File: config.mk
export PLATFORM = sky130hd
export DESIGN_NAME = follow_target_speed_steer_flat
export DESIGN_NICKNAME = d
export VERILOG_FILES = /design/src/hdl/fts_pkg.sv /design/src/hdl/fts_ifs.sv /design/src/hdl/fts_div.sv /design/src/hdl/fts_cfg.sv /design/src/hdl/follow_target_speed_steer.sv /design/src/flat_wrapper.sv
export SDC_FILE = /design/constraint.sdc
export NUM_CORES = 1
export LEC_CHECK = 0
export ABC_AREA = 1
export BUFFER_PORTS_ARGS = -buffer_cell sky130_fd_sc_hd__buf_2
export CAP_MARGIN = 30
export CELL_PAD_IN_SITES_DETAIL_PLACEMENT = 0
export CELL_PAD_IN_SITES_GLOBAL_PLACEMENT = 2
export CORE_MARGIN = 5
export CORE_UTILIZATION = 40
export CTS_CLUSTER_DIAMETER = 150
export CTS_CLUSTER_SIZE = 12
export DETAILED_ROUTE_END_ITERATION = 8
export PLACE_DENSITY_LB_ADDON = 0.1
export SKIP_LAST_GASP = 1
export SLEW_MARGIN = 40
export SYNTH_ARGS = -nofsm -noshare
export SYNTH_HDL_FRONTEND = slang
export SYNTH_SLANG_ARGS = --single-unit
File: constraint.sdc
create_clock -name i_clk -period 15.3 [get_ports i_clk]
set_input_delay 3.06 -clock i_clk [delete_from_list [all_inputs] [get_ports i_clk]]
set_output_delay 3.06 -clock i_clk [all_outputs]
set_load 0.03 [all_outputs]
File: src/hdl/fts_pkg.sv
// types, constants and register codes shared by the target follower files
`timescale 1ns / 1ps
`default_nettype none
package fts_pkg;
    localparam int COORD_BITS_DEF = 15;
    localparam int SPAN_W = 13;
    localparam int OFS_W = 13;
    localparam int SPD_W = 8;
    localparam int ANG_W = 4;
    localparam int DVD_W = 20;
    localparam int CNT_W = 5;
    localparam int SHORT_ITERS = 3;
    localparam int ANG_Q_W = 3;
    localparam int APB_AW = 5;
    localparam int APB_DW = 32;

    localparam logic [2:0] REG_X_OFS = 3'd0;
    localparam logic [2:0] REG_X_SPAN = 3'd1;
    localparam logic [2:0] REG_Z_OFS = 3'd2;
    localparam logic [2:0] REG_Z_SPAN = 3'd3;
    localparam logic [2:0] REG_PERP = 3'd4;

    localparam logic signed [OFS_W-1:0] X_OFS_RST = 13'sd1050;
    localparam logic [SPAN_W-1:0] X_SPAN_RST = 13'd1485;
    localparam logic signed [OFS_W-1:0] Z_OFS_RST = 13'sd1000;
    localparam logic [SPAN_W-1:0] Z_SPAN_RST = 13'd3391;

    localparam int NEAR = 300;
    localparam int SPAN_BIAS = 500;
    localparam int SPEED_SCALE = 100;
    localparam int NEAR_SPEED = -15;
    localparam int SLEW_UP = 15;
    localparam int SLEW_DN = 30;
    localparam int SPEED_MAX = 100;
    localparam int DEAD_BAND = 10;
    localparam int ANGLE_MAX = 7;
    localparam int ANGLE_SCALE = 14;

    typedef struct packed {
        logic signed [OFS_W-1:0] x_ofs;
        logic [SPAN_W-1:0] x_span;
        logic signed [OFS_W-1:0] z_ofs;
        logic [SPAN_W-1:0] z_span;
        logic perp;
    } t_cfg;

    typedef struct packed {
        logic start;
        logic short_mode;
        logic [DVD_W-1:0] dividend;
        logic [SPAN_W-1:0] divisor;
    } t_div_req;

    typedef struct packed {
        logic done;
        logic [DVD_W-1:0] quotient;
    } t_div_rsp;
endpackage
`default_nettype wire

File: src/hdl/fts_ifs.sv
// valid/ready channel interfaces for target items and command items
`timescale 1ns / 1ps
`default_nettype none
interface fts_tgt_if #(
    parameter int COORD_BITS = fts_pkg::COORD_BITS_DEF
);
    logic valid;
    logic ready;
    logic signed [COORD_BITS-1:0] pos_x;
    logic signed [COORD_BITS-1:0] pos_y;
    logic signed [COORD_BITS-1:0] pos_z;
    logic confident;

    modport source(output valid, pos_x, pos_y, pos_z, confident, input ready);
    modport sink(input valid, pos_x, pos_y, pos_z, confident, output ready);
endinterface

interface fts_cmd_if;
    logic valid;
    logic ready;
    logic signed [fts_pkg::SPD_W-1:0] speed_cmd;
    logic signed [fts_pkg::ANG_W-1:0] angle_cmd;

    modport source(output valid, speed_cmd, angle_cmd, input ready);
    modport sink(input valid, speed_cmd, angle_cmd, output ready);
endinterface
`default_nettype wire

File: src/hdl/fts_div.sv
// bit-serial restoring divider, one quotient bit per cycle
`timescale 1ns / 1ps
`default_nettype none
module fts_div (
    input  wire               i_clk,
    input  wire               i_rst_n,
    input  fts_pkg::t_div_req i_req,
    output fts_pkg::t_div_rsp o_rsp
);
    localparam int DW = fts_pkg::DVD_W;
    localparam int SW = fts_pkg::SPAN_W;
    localparam int CW = fts_pkg::CNT_W;

    logic          r_busy, n_busy;
    logic          r_done, n_done;
    logic [CW-1:0] r_cnt, n_cnt;
    logic [SW-1:0] r_rem, n_rem;
    logic [DW-1:0] r_quo, n_quo;
    logic [SW-1:0] r_dvs, n_dvs;
    logic [SW:0]   w_trial;
    logic [SW:0]   w_diff;
    logic          w_ge;

    assign w_trial = {r_rem, r_quo[DW-1]};
    assign w_ge = w_trial >= {1'b0, r_dvs};
    assign w_diff = w_trial - {1'b0, r_dvs};

    always_comb begin
        n_busy = r_busy;
        n_done = 1'b0;
        n_cnt = r_cnt;
        n_rem = r_rem;
        n_quo = r_quo;
        n_dvs = r_dvs;
        if (i_req.start) begin
            n_busy = 1'b1;
            n_dvs = i_req.divisor;
            if (i_req.short_mode) begin
                n_cnt = CW'(fts_pkg::SHORT_ITERS);
                n_rem = i_req.dividend[SW+fts_pkg::SHORT_ITERS-1:fts_pkg::SHORT_ITERS];
                n_quo = {i_req.dividend[fts_pkg::SHORT_ITERS-1:0],
                         {(DW-fts_pkg::SHORT_ITERS){1'b0}}};
            end else begin
                n_cnt = CW'(DW);
                n_rem = '0;
                n_quo = i_req.dividend;
            end
        end else if (r_busy) begin
            n_rem = w_ge ? w_diff[SW-1:0] : w_trial[SW-1:0];
            n_quo = {r_quo[DW-2:0], w_ge};
            n_cnt = r_cnt - CW'(1);
            if (r_cnt == CW'(1)) begin
                n_busy = 1'b0;
                n_done = 1'b1;
            end
        end
    end

    always_ff @(posedge i_clk) begin
        if (!i_rst_n) begin
            r_busy <= 1'b0;
            r_done <= 1'b0;
            r_cnt <= '0;
        end else begin
            r_busy <= n_busy;
            r_done <= n_done;
            r_cnt <= n_cnt;
        end
    end

    always_ff @(posedge i_clk) begin
        r_rem <= n_rem;
        r_quo <= n_quo;
        r_dvs <= n_dvs;
    end

    assign o_rsp.done = r_done;
    assign o_rsp.quotient = r_quo;
endmodule
`default_nettype wire

File: src/hdl/fts_cfg.sv
// apb register bank for offsets, spans and perpendicular mode
`timescale 1ns / 1ps
`default_nettype none
module fts_cfg (
    input  wire                          i_clk,
    input  wire                          i_rst_n,
    input  wire                          psel,
    input  wire                          penable,
    input  wire                          pwrite,
    input  wire [fts_pkg::APB_AW-1:0]    paddr,
    input  wire [fts_pkg::APB_DW-1:0]    pwdata,
    output logic [fts_pkg::APB_DW-1:0]   prdata,
    output logic                         pready,
    output fts_pkg::t_cfg                o_cfg
);
    localparam int DW = fts_pkg::APB_DW;
    localparam int SW = fts_pkg::SPAN_W;
    localparam int OW = fts_pkg::OFS_W;

    fts_pkg::t_cfg r_cfg, n_cfg;
    logic [2:0]    w_idx;
    logic          w_wr;

    assign w_idx = paddr[fts_pkg::APB_AW-1:2];
    assign w_wr = psel && penable && pwrite;
    assign pready = 1'b1;

    always_comb begin
        n_cfg = r_cfg;
        if (w_wr) begin
            case (w_idx)
                fts_pkg::REG_X_OFS:  n_cfg.x_ofs = pwdata[OW-1:0];
                fts_pkg::REG_X_SPAN: n_cfg.x_span = pwdata[SW-1:0];
                fts_pkg::REG_Z_OFS:  n_cfg.z_ofs = pwdata[OW-1:0];
                fts_pkg::REG_Z_SPAN: n_cfg.z_span = pwdata[SW-1:0];
                fts_pkg::REG_PERP:   n_cfg.perp = pwdata[0];
                default:             n_cfg = r_cfg;
            endcase
        end
    end

    always_comb begin
        case (w_idx)
            fts_pkg::REG_X_OFS:  prdata = {{(DW-OW){r_cfg.x_ofs[OW-1]}}, r_cfg.x_ofs};
            fts_pkg::REG_X_SPAN: prdata = {{(DW-SW){1'b0}}, r_cfg.x_span};
            fts_pkg::REG_Z_OFS:  prdata = {{(DW-OW){r_cfg.z_ofs[OW-1]}}, r_cfg.z_ofs};
            fts_pkg::REG_Z_SPAN: prdata = {{(DW-SW){1'b0}}, r_cfg.z_span};
            fts_pkg::REG_PERP:   prdata = {{(DW-1){1'b0}}, r_cfg.perp};
            default:             prdata = '0;
        endcase
    end

    always_ff @(posedge i_clk) begin
        if (!i_rst_n) begin
            r_cfg.x_ofs <= fts_pkg::X_OFS_RST;
            r_cfg.x_span <= fts_pkg::X_SPAN_RST;
            r_cfg.z_ofs <= fts_pkg::Z_OFS_RST;
            r_cfg.z_span <= fts_pkg::Z_SPAN_RST;
            r_cfg.perp <= 1'b0;
        end else begin
            r_cfg <= n_cfg;
        end
    end

    assign o_cfg = r_cfg;
endmodule
`default_nettype wire

File: src/hdl/follow_target_speed_steer.sv
// top level of the target follower: speed and steering from a tracked position
//
// i_tgt carries one target item (pos_x, pos_y, pos_z, confident) per valid/ready
// handshake; o_cmd carries one command item (speed_cmd, angle_cmd).
// the apb port (psel .. pready) sets offsets, spans and perpendicular mode;
// pready is always high, write only while no item is in flight.
// an item equal to the last stored position is taken and gives no command.
// any other item holds the input closed until its command is finished: a
// setup step, a 20-bit bit-serial division for speed and a wait for its done,
// a setup step, a 3-bit short division for the angle and a wait for its done,
// and a finish step; both divisions use the single shared divider. an item
// that needs no division skips the wait for it.
// an item without confidence clears the speed filter and gives no command.
// a new item is accepted while a finished command still waits in the output
// register; the finish step holds until that register is free, so a stalled
// receiver stalls the block after at most one more item.
// reset restores the register defaults, clears the stored position, the speed
// filter and the output valid.
`timescale 1ns / 1ps
`default_nettype none
module follow_target_speed_steer #(
    parameter int COORD_BITS = fts_pkg::COORD_BITS_DEF
) (
    input  wire                        i_clk,
    input  wire                        i_rst_n,
    fts_tgt_if.sink                    i_tgt,
    fts_cmd_if.source                  o_cmd,
    input  wire                        psel,
    input  wire                        penable,
    input  wire                        pwrite,
    input  wire [fts_pkg::APB_AW-1:0]  paddr,
    input  wire [fts_pkg::APB_DW-1:0]  pwdata,
    output logic [fts_pkg::APB_DW-1:0] prdata,
    output logic                       pready
);
    localparam int CB = COORD_BITS;
    localparam int LW = COORD_BITS + 2;
    localparam int SW = fts_pkg::SPAN_W;
    localparam int OW = fts_pkg::OFS_W;
    localparam int DW = fts_pkg::DVD_W;
    localparam int PW = fts_pkg::SPD_W;
    localparam int AW = fts_pkg::ANG_W;
    localparam int QW = fts_pkg::ANG_Q_W;
    localparam int NW = SW + 4;

    localparam logic [2:0] S_IDLE = 3'd0;
    localparam logic [2:0] S_SPD = 3'd1;
    localparam logic [2:0] S_SPDW = 3'd2;
    localparam logic [2:0] S_ANG = 3'd3;
    localparam logic [2:0] S_ANGW = 3'd4;
    localparam logic [2:0] S_FIN = 3'd5;

    localparam logic signed [LW-1:0] NEAR_L = LW'(fts_pkg::NEAR);
    localparam logic signed [PW-1:0] NEAR_SPD = PW'(fts_pkg::NEAR_SPEED);
    localparam logic signed [PW-1:0] SPD_MAX = PW'(fts_pkg::SPEED_MAX);
    localparam logic signed [PW-1:0] SPD_MIN = PW'(-fts_pkg::SPEED_MAX);
    localparam logic signed [PW-1:0] SPD_DEAD = PW'(fts_pkg::DEAD_BAND);
    localparam logic signed [PW-1:0] SPD_POS_SAT = PW'(127);
    localparam logic signed [PW-1:0] SPD_NEG_SAT = PW'(-128);
    localparam logic signed [PW+1:0] UP_L = (PW+2)'(fts_pkg::SLEW_UP);
    localparam logic signed [PW+1:0] DN_L = (PW+2)'(-fts_pkg::SLEW_DN);
    localparam logic signed [AW-1:0] ANG_POS = AW'(fts_pkg::ANGLE_MAX);
    localparam logic signed [AW-1:0] ANG_NEG = AW'(-fts_pkg::ANGLE_MAX);

    fts_pkg::t_cfg     w_cfg;
    fts_pkg::t_div_req w_req;
    fts_pkg::t_div_rsp w_rsp;

    logic [2:0]             r_state, n_state;
    logic [CB-1:0]          r_last_x, r_last_y, r_last_z;
    logic signed [PW-1:0]   r_filt, n_filt;
    logic                   r_out_vld, n_out_vld;
    logic signed [PW-1:0]   r_out_spd, n_out_spd;
    logic signed [AW-1:0]   r_out_ang, n_out_ang;

    logic signed [LW-1:0]   r_lat, r_dep;
    logic [SW-1:0]          r_lspan, r_dspan;
    logic                   r_conf;
    logic                   r_dneg, n_dneg;
    logic                   r_neg, n_neg;
    logic signed [PW-1:0]   r_spd, n_spd;
    logic signed [AW-1:0]   r_ang, n_ang;

    logic                   w_acc, w_same;
    logic signed [LW-1:0]   w_lat, w_dep;
    logic signed [LW-1:0]   w_dspan_l, w_lspan_l;
    logic [SW-1:0]          w_dmin;
    logic [DW-1:0]          w_num;
    logic signed [SW:0]     w_den;
    logic [SW:0]            w_den_mag;
    logic [NW-1:0]          w_7l, w_14l, w_an, w_an_mag;
    logic [SW-1:0]          w_l;
    logic [DW-1:0]          w_q;
    logic signed [PW-1:0]   w_f0, w_f, w_o;
    logic signed [PW+1:0]   w_diff;
    logic                   w_slot;

    fts_cfg u_cfg (
        .i_clk   (i_clk),
        .i_rst_n (i_rst_n),
        .psel    (psel),
        .penable (penable),
        .pwrite  (pwrite),
        .paddr   (paddr),
        .pwdata  (pwdata),
        .prdata  (prdata),
        .pready  (pready),
        .o_cfg   (w_cfg)
    );

    fts_div u_div (
        .i_clk   (i_clk),
        .i_rst_n (i_rst_n),
        .i_req   (w_req),
        .o_rsp   (w_rsp)
    );

    assign i_tgt.ready = (r_state == S_IDLE);
    assign w_acc = i_tgt.valid && i_tgt.ready;
    assign w_same = (i_tgt.pos_x == r_last_x) && (i_tgt.pos_y == r_last_y)
                    && (i_tgt.pos_z == r_last_z);

    assign w_lat = {{2{i_tgt.pos_x[CB-1]}}, i_tgt.pos_x}
                   + {{(LW-OW){w_cfg.x_ofs[OW-1]}}, w_cfg.x_ofs};
    assign w_dep = {{2{i_tgt.pos_z[CB-1]}}, i_tgt.pos_z}
                   - {{(LW-OW){w_cfg.z_ofs[OW-1]}}, w_cfg.z_ofs};

    // speed terms
    assign w_dspan_l = {{(LW-SW){1'b0}}, r_dspan};
    assign w_dmin = r_dep[SW-1:0] - SW'(fts_pkg::NEAR);
    assign w_num = DW'(w_dmin) * DW'(fts_pkg::SPEED_SCALE);
    assign w_den = $signed({1'b0, r_dspan}) - (SW+1)'(fts_pkg::SPAN_BIAS);
    assign w_den_mag = w_den[SW] ? (SW+1)'(-w_den) : w_den;

    // angle terms
    assign w_lspan_l = {{(LW-SW){1'b0}}, r_lspan};
    assign w_l = r_lat[SW-1:0];
    assign w_7l = NW'(r_lspan) * NW'(fts_pkg::ANGLE_MAX);
    assign w_14l = NW'(w_l) * NW'(fts_pkg::ANGLE_SCALE);
    assign w_an = w_7l - w_14l;
    assign w_an_mag = w_an[NW-1] ? NW'(-w_an) : w_an;

    assign w_q = w_rsp.quotient;

    // slew limit and output shaping
    assign w_f0 = r_dneg ? '0 : r_filt;
    assign w_diff = (PW+2)'(r_spd) - (PW+2)'(w_f0);
    assign w_slot = !r_out_vld || o_cmd.ready;

    always_comb begin
        if (w_diff > UP_L) begin
            w_f = w_f0 + PW'(fts_pkg::SLEW_UP);
        end else if (w_diff < DN_L) begin
            w_f = w_f0 - PW'(fts_pkg::SLEW_DN);
        end else begin
            w_f = r_spd;
        end
        if (w_f > SPD_MAX) begin
            w_o = SPD_MAX;
        end else if (w_f < SPD_MIN) begin
            w_o = SPD_MIN;
        end else if (w_f >= 0 && w_f < SPD_DEAD) begin
            w_o = '0;
        end else begin
            w_o = w_f;
        end
    end

    always_comb begin
        n_state = r_state;
        n_filt = r_filt;
        n_out_vld = r_out_vld && !o_cmd.ready;
        n_out_spd = r_out_spd;
        n_out_ang = r_out_ang;
        n_dneg = r_dneg;
        n_neg = r_neg;
        n_spd = r_spd;
        n_ang = r_ang;
        w_req.start = 1'b0;
        w_req.short_mode = 1'b0;
        w_req.dividend = w_num;
        w_req.divisor = w_den_mag[SW-1:0];
        case (r_state)
            S_IDLE: begin
                if (w_acc && !w_same) begin
                    n_state = S_SPD;
                end
            end
            S_SPD: begin
                n_dneg = r_dep[LW-1];
                n_state = S_ANG;
                if (r_dep[LW-1] || r_dep > w_dspan_l) begin
                    n_spd = '0;
                end else if (r_dep < NEAR_L) begin
                    n_spd = NEAR_SPD;
                end else if (w_den == '0) begin
                    n_spd = (w_dmin != '0) ? SPD_MAX : '0;
                end else begin
                    w_req.start = 1'b1;
                    n_neg = w_den[SW];
                    n_state = S_SPDW;
                end
            end
            S_SPDW: begin
                if (w_rsp.done) begin
                    if (r_neg) begin
                        n_spd = (w_q > DW'(128)) ? SPD_NEG_SAT : PW'(-w_q);
                    end else begin
                        n_spd = (w_q > DW'(127)) ? SPD_POS_SAT : PW'(w_q);
                    end
                    n_state = S_ANG;
                end
            end
            S_ANG: begin
                w_req.short_mode = 1'b1;
                w_req.dividend = DW'(w_an_mag);
                w_req.divisor = r_lspan;
                n_state = S_FIN;
                if (r_lat[LW-1]) begin
                    n_ang = ANG_POS;
                end else if (r_lat > w_lspan_l) begin
                    n_ang = ANG_NEG;
                end else if (r_lspan == '0) begin
                    n_ang = ANG_POS;
                end else begin
                    w_req.start = 1'b1;
                    n_neg = w_an[NW-1];
                    n_state = S_ANGW;
                end
            end
            S_ANGW: begin
                if (w_rsp.done) begin
                    n_ang = r_neg ? AW'(-{1'b0, w_q[QW-1:0]}) : AW'({1'b0, w_q[QW-1:0]});
                    n_state = S_FIN;
                end
            end
            S_FIN: begin
                if (!r_conf) begin
                    n_filt = '0;
                    n_state = S_IDLE;
                end else if (w_slot) begin
                    n_filt = w_f;
                    n_out_vld = 1'b1;
                    n_out_spd = w_o;
                    n_out_ang = r_ang;
                    n_state = S_IDLE;
                end
            end
            default: n_state = S_IDLE;
        endcase
    end

    always_ff @(posedge i_clk) begin
        if (!i_rst_n) begin
            r_state <= S_IDLE;
            r_filt <= '0;
            r_out_vld <= 1'b0;
            r_last_x <= '0;
            r_last_y <= '0;
            r_last_z <= '0;
        end else begin
            r_state <= n_state;
            r_filt <= n_filt;
            r_out_vld <= n_out_vld;
            if (w_acc && !w_same) begin
                r_last_x <= i_tgt.pos_x;
                r_last_y <= i_tgt.pos_y;
                r_last_z <= i_tgt.pos_z;
            end
        end
    end

    always_ff @(posedge i_clk) begin
        r_out_spd <= n_out_spd;
        r_out_ang <= n_out_ang;
        r_dneg <= n_dneg;
        r_neg <= n_neg;
        r_spd <= n_spd;
        r_ang <= n_ang;
        if (w_acc && !w_same) begin
            r_conf <= i_tgt.confident;
            if (w_cfg.perp) begin
                r_lat <= w_dep;
                r_dep <= w_lat;
                r_lspan <= w_cfg.z_span;
                r_dspan <= w_cfg.x_span;
            end else begin
                r_lat <= w_lat;
                r_dep <= w_dep;
                r_lspan <= w_cfg.x_span;
                r_dspan <= w_cfg.z_span;
            end
        end
    end

    assign o_cmd.valid = r_out_vld;
    assign o_cmd.speed_cmd = r_out_spd;
    assign o_cmd.angle_cmd = r_out_ang;
endmodule
`default_nettype wire

File: src/flat_wrapper.sv
// flat-port wrapper written by rule: the top's interface ports become plain ports
module follow_target_speed_steer_flat 
#(
    parameter int COORD_BITS = fts_pkg::COORD_BITS_DEF
)
  (i_clk, i_rst_n, psel, penable, pwrite, paddr, pwdata, prdata, pready, i_tgt_valid, i_tgt_pos_x, i_tgt_pos_y, i_tgt_pos_z, i_tgt_confident, i_tgt_ready, o_cmd_valid, o_cmd_speed_cmd, o_cmd_angle_cmd, o_cmd_ready);
  fts_tgt_if #(.COORD_BITS(COORD_BITS)) i_tgt_i ();
  fts_cmd_if o_cmd_i ();
  input  wire i_clk;
  input  wire i_rst_n;
  input  wire psel;
  input  wire penable;
  input  wire pwrite;
  input  wire [fts_pkg::APB_AW-1:0] paddr;
  input  wire [fts_pkg::APB_DW-1:0] pwdata;
  output logic [fts_pkg::APB_DW-1:0] prdata;
  output logic pready;
  input wire logic [$bits(i_tgt_i.valid)-1:0] i_tgt_valid;
  input wire logic [$bits(i_tgt_i.pos_x)-1:0] i_tgt_pos_x;
  input wire logic [$bits(i_tgt_i.pos_y)-1:0] i_tgt_pos_y;
  input wire logic [$bits(i_tgt_i.pos_z)-1:0] i_tgt_pos_z;
  input wire logic [$bits(i_tgt_i.confident)-1:0] i_tgt_confident;
  output wire logic [$bits(i_tgt_i.ready)-1:0] i_tgt_ready;
  output wire logic [$bits(o_cmd_i.valid)-1:0] o_cmd_valid;
  output wire logic [$bits(o_cmd_i.speed_cmd)-1:0] o_cmd_speed_cmd;
  output wire logic [$bits(o_cmd_i.angle_cmd)-1:0] o_cmd_angle_cmd;
  input wire logic [$bits(o_cmd_i.ready)-1:0] o_cmd_ready;
  assign i_tgt_i.valid = i_tgt_valid;
  assign i_tgt_i.pos_x = i_tgt_pos_x;
  assign i_tgt_i.pos_y = i_tgt_pos_y;
  assign i_tgt_i.pos_z = i_tgt_pos_z;
  assign i_tgt_i.confident = i_tgt_confident;
  assign i_tgt_ready = i_tgt_i.ready;
  assign o_cmd_valid = o_cmd_i.valid;
  assign o_cmd_speed_cmd = o_cmd_i.speed_cmd;
  assign o_cmd_angle_cmd = o_cmd_i.angle_cmd;
  assign o_cmd_i.ready = o_cmd_ready;
  follow_target_speed_steer #(.COORD_BITS(COORD_BITS)) u_core (.i_clk(i_clk), .i_rst_n(i_rst_n), .i_tgt(i_tgt_i), .o_cmd(o_cmd_i), .psel(psel), .penable(penable), .pwrite(pwrite), .paddr(paddr), .pwdata(pwdata), .prdata(prdata), .pready(pready));
endmodule
=== Yosys cells after proc, flatten, opt, wreduce, memory -nomap -nowiden ===
Index checks and enable logic that the tools add are counted.

* Add/sub/neg operators: 14
* $mul: 3
* Magnitude comparators: 12
* Equality and inequality tests: 26
* Multiplexer cells: 73
* Bitwise gates (word level): 2
* Reductions and logical operators: 36

{| class="wikitable"
|+ Operators with widths
! kind !! number
|-
| $pmux W32 S5 || 1
|-
| $mux W8 || 14
|-
| $mux W13 || 7
|-
| $mux W20 || 3
|-
| $mux W17 || 3
|-
| $eq A15 B15 Y1 || 3
|-
| $gt A17 B14 Y1 || 2
|-
| $mux W34 || 1
|-
| $mul A13 B3 Y16 const B || 2
|-
| $mux W3 || 9
|-
| $mux W1 || 21
|-
| $gt A20 B7 Y1 const B || 1
|-
| $gt A20 B8 Y1 const B || 1
|-
| $mux W4 || 5
|-
| $ne A2 B2 Y1 const B || 10
|-
| $mul A13 B5 Y18 const B || 1
|-
| $pmux W3 S6 || 1
|-
| $lt A17 B10 Y1 const B || 1
|-
| $neg A17 Y17 || 1
|-
| $sub A16 B17 Y17 || 1
|-
| $add A15 B13 Y16 || 1
|-
| $pmux W8 S2 || 1
|-
| $sub A15 B13 Y16 || 1
|-
| $mux W5 || 3
|-
| other kinds (41) || 72
|}

* Register bits after elaboration: 250
* Output and inout bits: 47
* Logic and storage cells: 196

=== Depth between registers and ports, before layout ===
Gate-level depths: netlist (run 1).

* Depth after elaboration: 9
* Mapped depth: 29

=== Hierarchy ===
A second synthesis (run 1) with hierarchy kept.

* Cell total of the unflattened synthesis: 2,748
* Area total of the unflattened synthesis: 20,219.4 um^2

{| class="wikitable"
|+ Modules (own cells, without submodules)
! module !! times used !! cells each !! area an instance (um^2) !! sequential area each (um^2)
|-
| follow_target_speed_steer || 1 || 1,917 || 14,194.9 || 3,693.5
|-
| fts_div || 1 || 409 || 3,338.2 || 1,521.5
|-
| fts_cfg || 1 || 422 || 2,686.3 || 1,061.0
|}

=== Worst setup path before layout (run 1) ===
Ideal clock, no wire load.

* Kind: input port to output port
* Start: input paddr[2] in the netlist's numbering
* End: output prdata[12] in the netlist's numbering
* Data arrival time: 5.057 ns
* Data required time: 12.240 ns
* Path slack: 7.183 ns
* Stages on the path: 4
* Buffers on the path: 0
* Cell sequence: nor3_1 -> inv_1 -> o22ai_1 -> a221o_1

* Word-level cells in the longest chain between the ends: 2
* Elaborated cells between the ends (all ways): 6
* Those cells by class: 4 x eq/ne; 1 x mux; 1 x reduce/logical

{| class="wikitable"
|+ RTL lines
! element !! RTL line !! text
|-
| start: declaration || flat_wrapper.sv:14 || <nowiki>input wire [fts_pkg::APB_AW-1:0] paddr;</nowiki>
|-
| $eq A3 B3 Y1, or another cell as far along || fts_cfg.sv:43 || <nowiki>case (w_idx)</nowiki>
|-
| $pmux W32 S5 * || fts_cfg.sv:43 ||
|-
| end: declaration || flat_wrapper.sv:16 || <nowiki>output logic [fts_pkg::APB_DW-1:0] prdata;</nowiki>
|}

Mark *: on every way between the ends. The rest lies on a longest branch, timed or not.

=== Final worst setup path (run 1) ===
* Start: input paddr[2] in the netlist's numbering
* End: output prdata[0] in the netlist's numbering

Same word-level chain as after synthesis.

==> impl_metrics.yaml, run 1 <==
run_status:
  status: "finished clean"
timing:
  rsz0062_at_grt: "false"
  hold_viol: 0
  slew-limit-headroom_pct: 44.7
  fin_crit_sh_pct: 49.5
  fmax_ghz: 0.132
  fin_tns_setup_ps: 0
  tightest_slew_ps: 829
  whs_ps: 421
  drv_slew: 0
  skew_ps: 18.5
  min_period_ps: 7570
  setup_viol: 0
grt:
  grt_pass1_wl_mm: 81.0
  grt_usage_pct: 19.7
  gr-total-overflow: 0
  grt_start_max_net_pins: 71
  antenna_found_initial: 0
  first_global_vias: 14721
logic_synthesis:
  synth_fp_nets: 2728
  synth_most_common_cell: "nand2_1"
  ys.flop_type: "edfxtp_1"
  synth.top_cell.area_share_pct: 20.9
  syn_area_sq_mm: 0.0188
  synthArstFlopShare_pct: 0
  synth_cell_type_count: 57
  ys_ff_latch: 248
  synth_edf_count: 131
  yosysWarnings: 0
  synth_top_cells_by_count: "nand2_1, inv_1, nor2_1, o21ai_0, ha_1"
  avgSynthCellArea_sq_um: 7.78
  synth_top_area_cell: "edfxtp_1"
  yosysSeqAreaShare_pct: 33.4
  netlist_instances: 2417
  yosys-top-cells-area: "edfxtp_1, dfxtp_1, ha_1"
finish:
  area_growth_pct: 9.37
  regArea_sq_mm: 0.00628
  num_antenna_cells: 0
  multiInputGateArea_sq_mm: 0.0109
  fillers: 4753
  fin_nets: 2805
  fin_area_sq_mm: 0.0206
  drive_above_1_share_pct: 8.09
clock_tree:
  cts_tree: "yes"
  cts.reportedPaths.clkPinSlew_ps: 60
  cts_hold_buf: 0
  cts_setup_buffers: 0
  cts-resized-gates: 0
  clock_sinks: 248
  clk_path_buf_depth: 3
  cts_inserted_buffers: 25
  cts-root-buf: "clkbuf_16"
  htree_levels: 1
  clk_latency_ps: 570
setup_path:
  arrival_ps: 4510
  cp_cell_sequence: "buf_2 > nor2_1 > nand2_1 > inv_1 > a22o_1 > a21oi_1 > o211ai_1 > buf_2"
  cpMostUsedCell: "buf_2"
  worst-path-buf-inv: 3
  setup.worst_path.class: "in2out"
  cp_slowest_cell: "inv_1"
  critPathMaxStageDelay_ps: 380
  cp_top_family: "buffers and inverters"
  start_kind: "input port"
  required_ps: 12240
  crit_fanout: 11
  endpoint_kind: "primary output"
routing:
  firstDrtPassIters: 5
  vias_per_cell: 5.03
  drcViolationCount: 0
  drt-total-wl_mm: 51.8
  wl_per_cell_um: 16.6
  drtAntennaViolNets: 0
  vias: 15657
  drt-initial-drc-count: 752
floorplanning:
  ios: 137
  die_h_um: 227
  die_x_um: 227
  rows: 79
  initial_core_util_pct: 40.4
  core_sq_mm: 0.0466
  fp.dieArea_sq_mm: 0.0515
placed_design:
  place_congestion: 0.860
  dp_hpwl_mm: 41.8
  placed_cell_area_sq_mm: 0.0199
  port_buffers: 114
job:
  cap_violations: 0
worst_hold_path:
  holdCritPathClass: "reg2reg"
placed cells by master (no fill, tap or decap), types with 49 or more instances in the layout:
cell type / n
xor2_1: 94
nand3_1: 106
edfxtp_1: 131
ha_1: 172
dfxtp_1: 117
o21ai_0: 210
nand2_1: 482
inv_1: 326
nor2_1: 224
a21oi_1: 153
buf_2: 114
fa_1: 49
flip-flops by register name, indices dropped and copies added, names as in the netlist, 15 cells and up:
name	cells
u_core.u_cfg.o_cfg	53
u_core.u_div.r_quo	20
u_core.r_dep	16
u_core.r_lat	16
u_core.r_last_x	15
u_core.r_last_y	15
u_core.r_last_z	15
layout make-up:
class | count | share of cell area [%]
clock inverter | 3 | 0.195
clock buffer | 38 | 3.28
tap | 607 | 3.69
sequential | 248 | 30.5
timing repair buffer | 127 | 3.27
multi-input combinational | 1754 | 52.8
inverter | 338 | 6.23
cells by family after synthesis:
kind of cell               Yosys count  share of synthesized area (%)
adders and majority gates          221                           16.7
buffers and inverters              415                           8.88
DFF                                248                           33.4
and+or+nand+nor                    927                           20.9
AOI/OAI and AO/OA                  465                           13.7
other                                1                         0.0199
xor gates and xnor gates           140                           6.56
worst reg2reg max path: cells and delay by family, from the launching register on:
| kind | cells | cell delay [ps] |
|---|---|---|
| DFF | 1 | 560 |
| xor gates and xnor gates | 1 | 220 |
| and+or+nand+nor | 14 | 1740 |
| buffers and inverters | 1 | 60 |
| adders and majority gates | 5 | 2060 |
| AOI/OAI and AO/OA | 7 | 1180 |
worst paths after layout:
| path | cells past startpoint | slack (ps) | startpoint | end |
|---|---|---|---|---|
| max | 8 | 7730 | paddr[2] | prdata[0] |
| min | 0 | 420 | u_core.r_ang[0]$_SDFFCE_PN1P_ | u_core.o_cmd.angle_cmd[0]$_DFFE_PP_ |
| max reg2reg | 28 | 9260 | u_core.r_lat[2]$_DFFE_PP_ | u_core.u_div.r_quo[19]$_DFFE_PP_ |
| min reg2reg | 0 | 420 | u_core.r_ang[0]$_SDFFCE_PN1P_ | u_core.o_cmd.angle_cmd[0]$_DFFE_PP_ |
stage by stage:
stage	util [%]	cells	worst slack [ps]
2_1_floorplan	-	2417	7180
3_3_place_gp	42.7	3074	7780
3_5_place_dp	42.7	3074	7770
4_1_cts	44.2	3115	7770
5_1_grt	44.2	3115	7580
6_report	44.2	3115	7730
metal layers:
metal	track usage, %	part of all wire, %	up-vias
met1	27.7	48	7206
met3	1.81	3.1	58
li1	-	-	8134
met4	4.42	2.3	0
met5	0	0	-
met2	33.2	47	259
Power of run 1 is left out: the tool's default activity adds up to more than one toggle a clock period on the data nets, which glitch-free logic cannot reach.
==> run 2: changes to the inputs <==
--- a/config.mk
+++ b/config.mk
@@ -11,7 +11,7 @@
 export CELL_PAD_IN_SITES_DETAIL_PLACEMENT = 0
 export CELL_PAD_IN_SITES_GLOBAL_PLACEMENT = 2
 export CORE_MARGIN = 5
-export CORE_UTILIZATION = 40
+export CORE_UTILIZATION = 37
 export CTS_CLUSTER_DIAMETER = 150
 export CTS_CLUSTER_SIZE = 12
 export DETAILED_ROUTE_END_ITERATION = 8
==> constraint.sdc (replaced) <==
create_clock -name i_clk -period 7.25 [get_ports i_clk]
set_input_delay 1.45 -clock i_clk [delete_from_list [all_inputs] [get_ports i_clk]]
set_output_delay 1.45 -clock i_clk [all_outputs]
set_load 0.03 [all_outputs]
==> impl_metrics.yaml, run 2 (synthesis results as in run 1) <==
run_status:
  status: "finished clean"
grt:
  antenna_found_initial: 0
  grt_pass1_wl_mm: 85.3
  gr-total-overflow: 0
  first_global_vias: 15044
  grt_usage_pct: 18.8
  grt_start_max_net_pins: 78
clock_tree:
  cts_tree: "yes"
  cts-root-buf: "clkbuf_16"
  cts_setup_buffers: 0
  htree_levels: 1
  cts.reportedPaths.clkPinSlew_ps: 70
  clk_latency_ps: 550
  cts-resized-gates: 0
  cts_hold_buf: 0
  cts_inserted_buffers: 24
  clk_path_buf_depth: 3
  clock_sinks: 248
setup_path:
  start_kind: "flip-flop"
  cpMostUsedCell: "nand2_1"
  required_ps: 7560
  cp_top_family: "adder cells"
  setup.worst_path.class: "reg2reg"
  critPathMaxStageDelay_ps: 490
  cp_slowest_cell: "edfxtp_1"
  worst-path-buf-inv: 0
  endpoint_kind: "flip-flop"
  crit_fanout: 20
  arrival_ps: 6130
worst_hold_path:
  holdCritPathClass: "reg2reg"
timing:
  rsz0062_at_grt: "false"
  min_period_ps: 5820
  tightest_slew_ps: 764
  fin_crit_sh_pct: 80.3
  slew-limit-headroom_pct: 49.1
  fmax_ghz: 0.172
  skew_ps: 17.7
  hold_viol: 0
  setup_viol: 0
  fin_tns_setup_ps: 0
  drv_slew: 0
routing:
  drt-total-wl_mm: 53.7
  vias: 15533
  firstDrtPassIters: 5
  drcViolationCount: 0
  wl_per_cell_um: 16.9
  drt-initial-drc-count: 868
  vias_per_cell: 4.88
  drtAntennaViolNets: 0
placed_design:
  port_buffers: 114
  dp_hpwl_mm: 43.2
  place_congestion: 0.829
  placed_cell_area_sq_mm: 0.0199
finish:
  final_cell_mix: "nand2_1, inv_1, nor2_1"
  final_util_pct: 41.1
  fin_area_sq_mm: 0.0207
  fillers: 5304
  drive_above_1_share_pct: 8.05
  num_antenna_cells: 0
  area_growth_pct: 9.80
  fin_nets: 2805
  largest_reg_flops: 53
  final_common_cell: "nand2_1"
floorplanning:
  rows: 82
  die_x_um: 236
  core_sq_mm: 0.0503
  ios: 137
  initial_core_util_pct: 37.4
  die_h_um: 236
  fp.dieArea_sq_mm: 0.0555
job:
  cap_violations: 0
[run 2: cell count changes in the layout (fill, tap and decap cells not counted), sizes merged]
| cell | previous run | this run |
|---|---|---|
| clkbuf | 38 | 41 |
| inv | 339 | 337 |
| buf | 127 | 128 |
| clkinv | 2 | 1 |
[run 2: per-stage QoR]
step	hold slack (ps)	setup slack, ps	cells
after floorplan	400	2210	2417
after global placement	411	1410	3140
after detailed placement	411	1370	3140
after CTS	426	1360	3181
after global routing	453	899	3181
final	424	1430	3181
[run 2: path summary, 6_finish.rpt]
check | from | end | slack [ps] | cells past startpoint
worst min register to register | u_core.r_ang[3]$_DFFE_PP_ | u_core.o_cmd.angle_cmd[3]$_DFFE_PP_ | 420 | 0
worst max register to register | u_core.r_lat[1]$_DFFE_PP_ | u_core.u_div.r_quo[19]$_DFFE_PP_ | 1430 | 26
worst max-delay path | u_core.r_lat[1]$_DFFE_PP_ | u_core.u_div.r_quo[19]$_DFFE_PP_ | 1430 | 26
worst min-delay path | u_core.r_ang[3]$_DFFE_PP_ | u_core.o_cmd.angle_cmd[3]$_DFFE_PP_ | 420 | 0
[run 2: area by class of cell]
type	instances	area [sq um]	share of cell area [%]
Sequential cell	248	6280	30.4
Tap cell	672	841	4.07
Timing Repair Buffer	128	679	3.29
Clock buffer	41	707	3.42
Multi-Input combinational cell	1754	10900	52.6
Inverter	338	1280	6.20
[run 2: metal layers]
layer	track usage [%]	up-vias	routed length (um)
met5	0	-	0
met4	4.59	0	1340
met3	1.76	53	1540
met2	31.3	190	25000
met1	26.6	7165	25800
li1	-	8125	-
Power of run 2 is left out for the same reason.
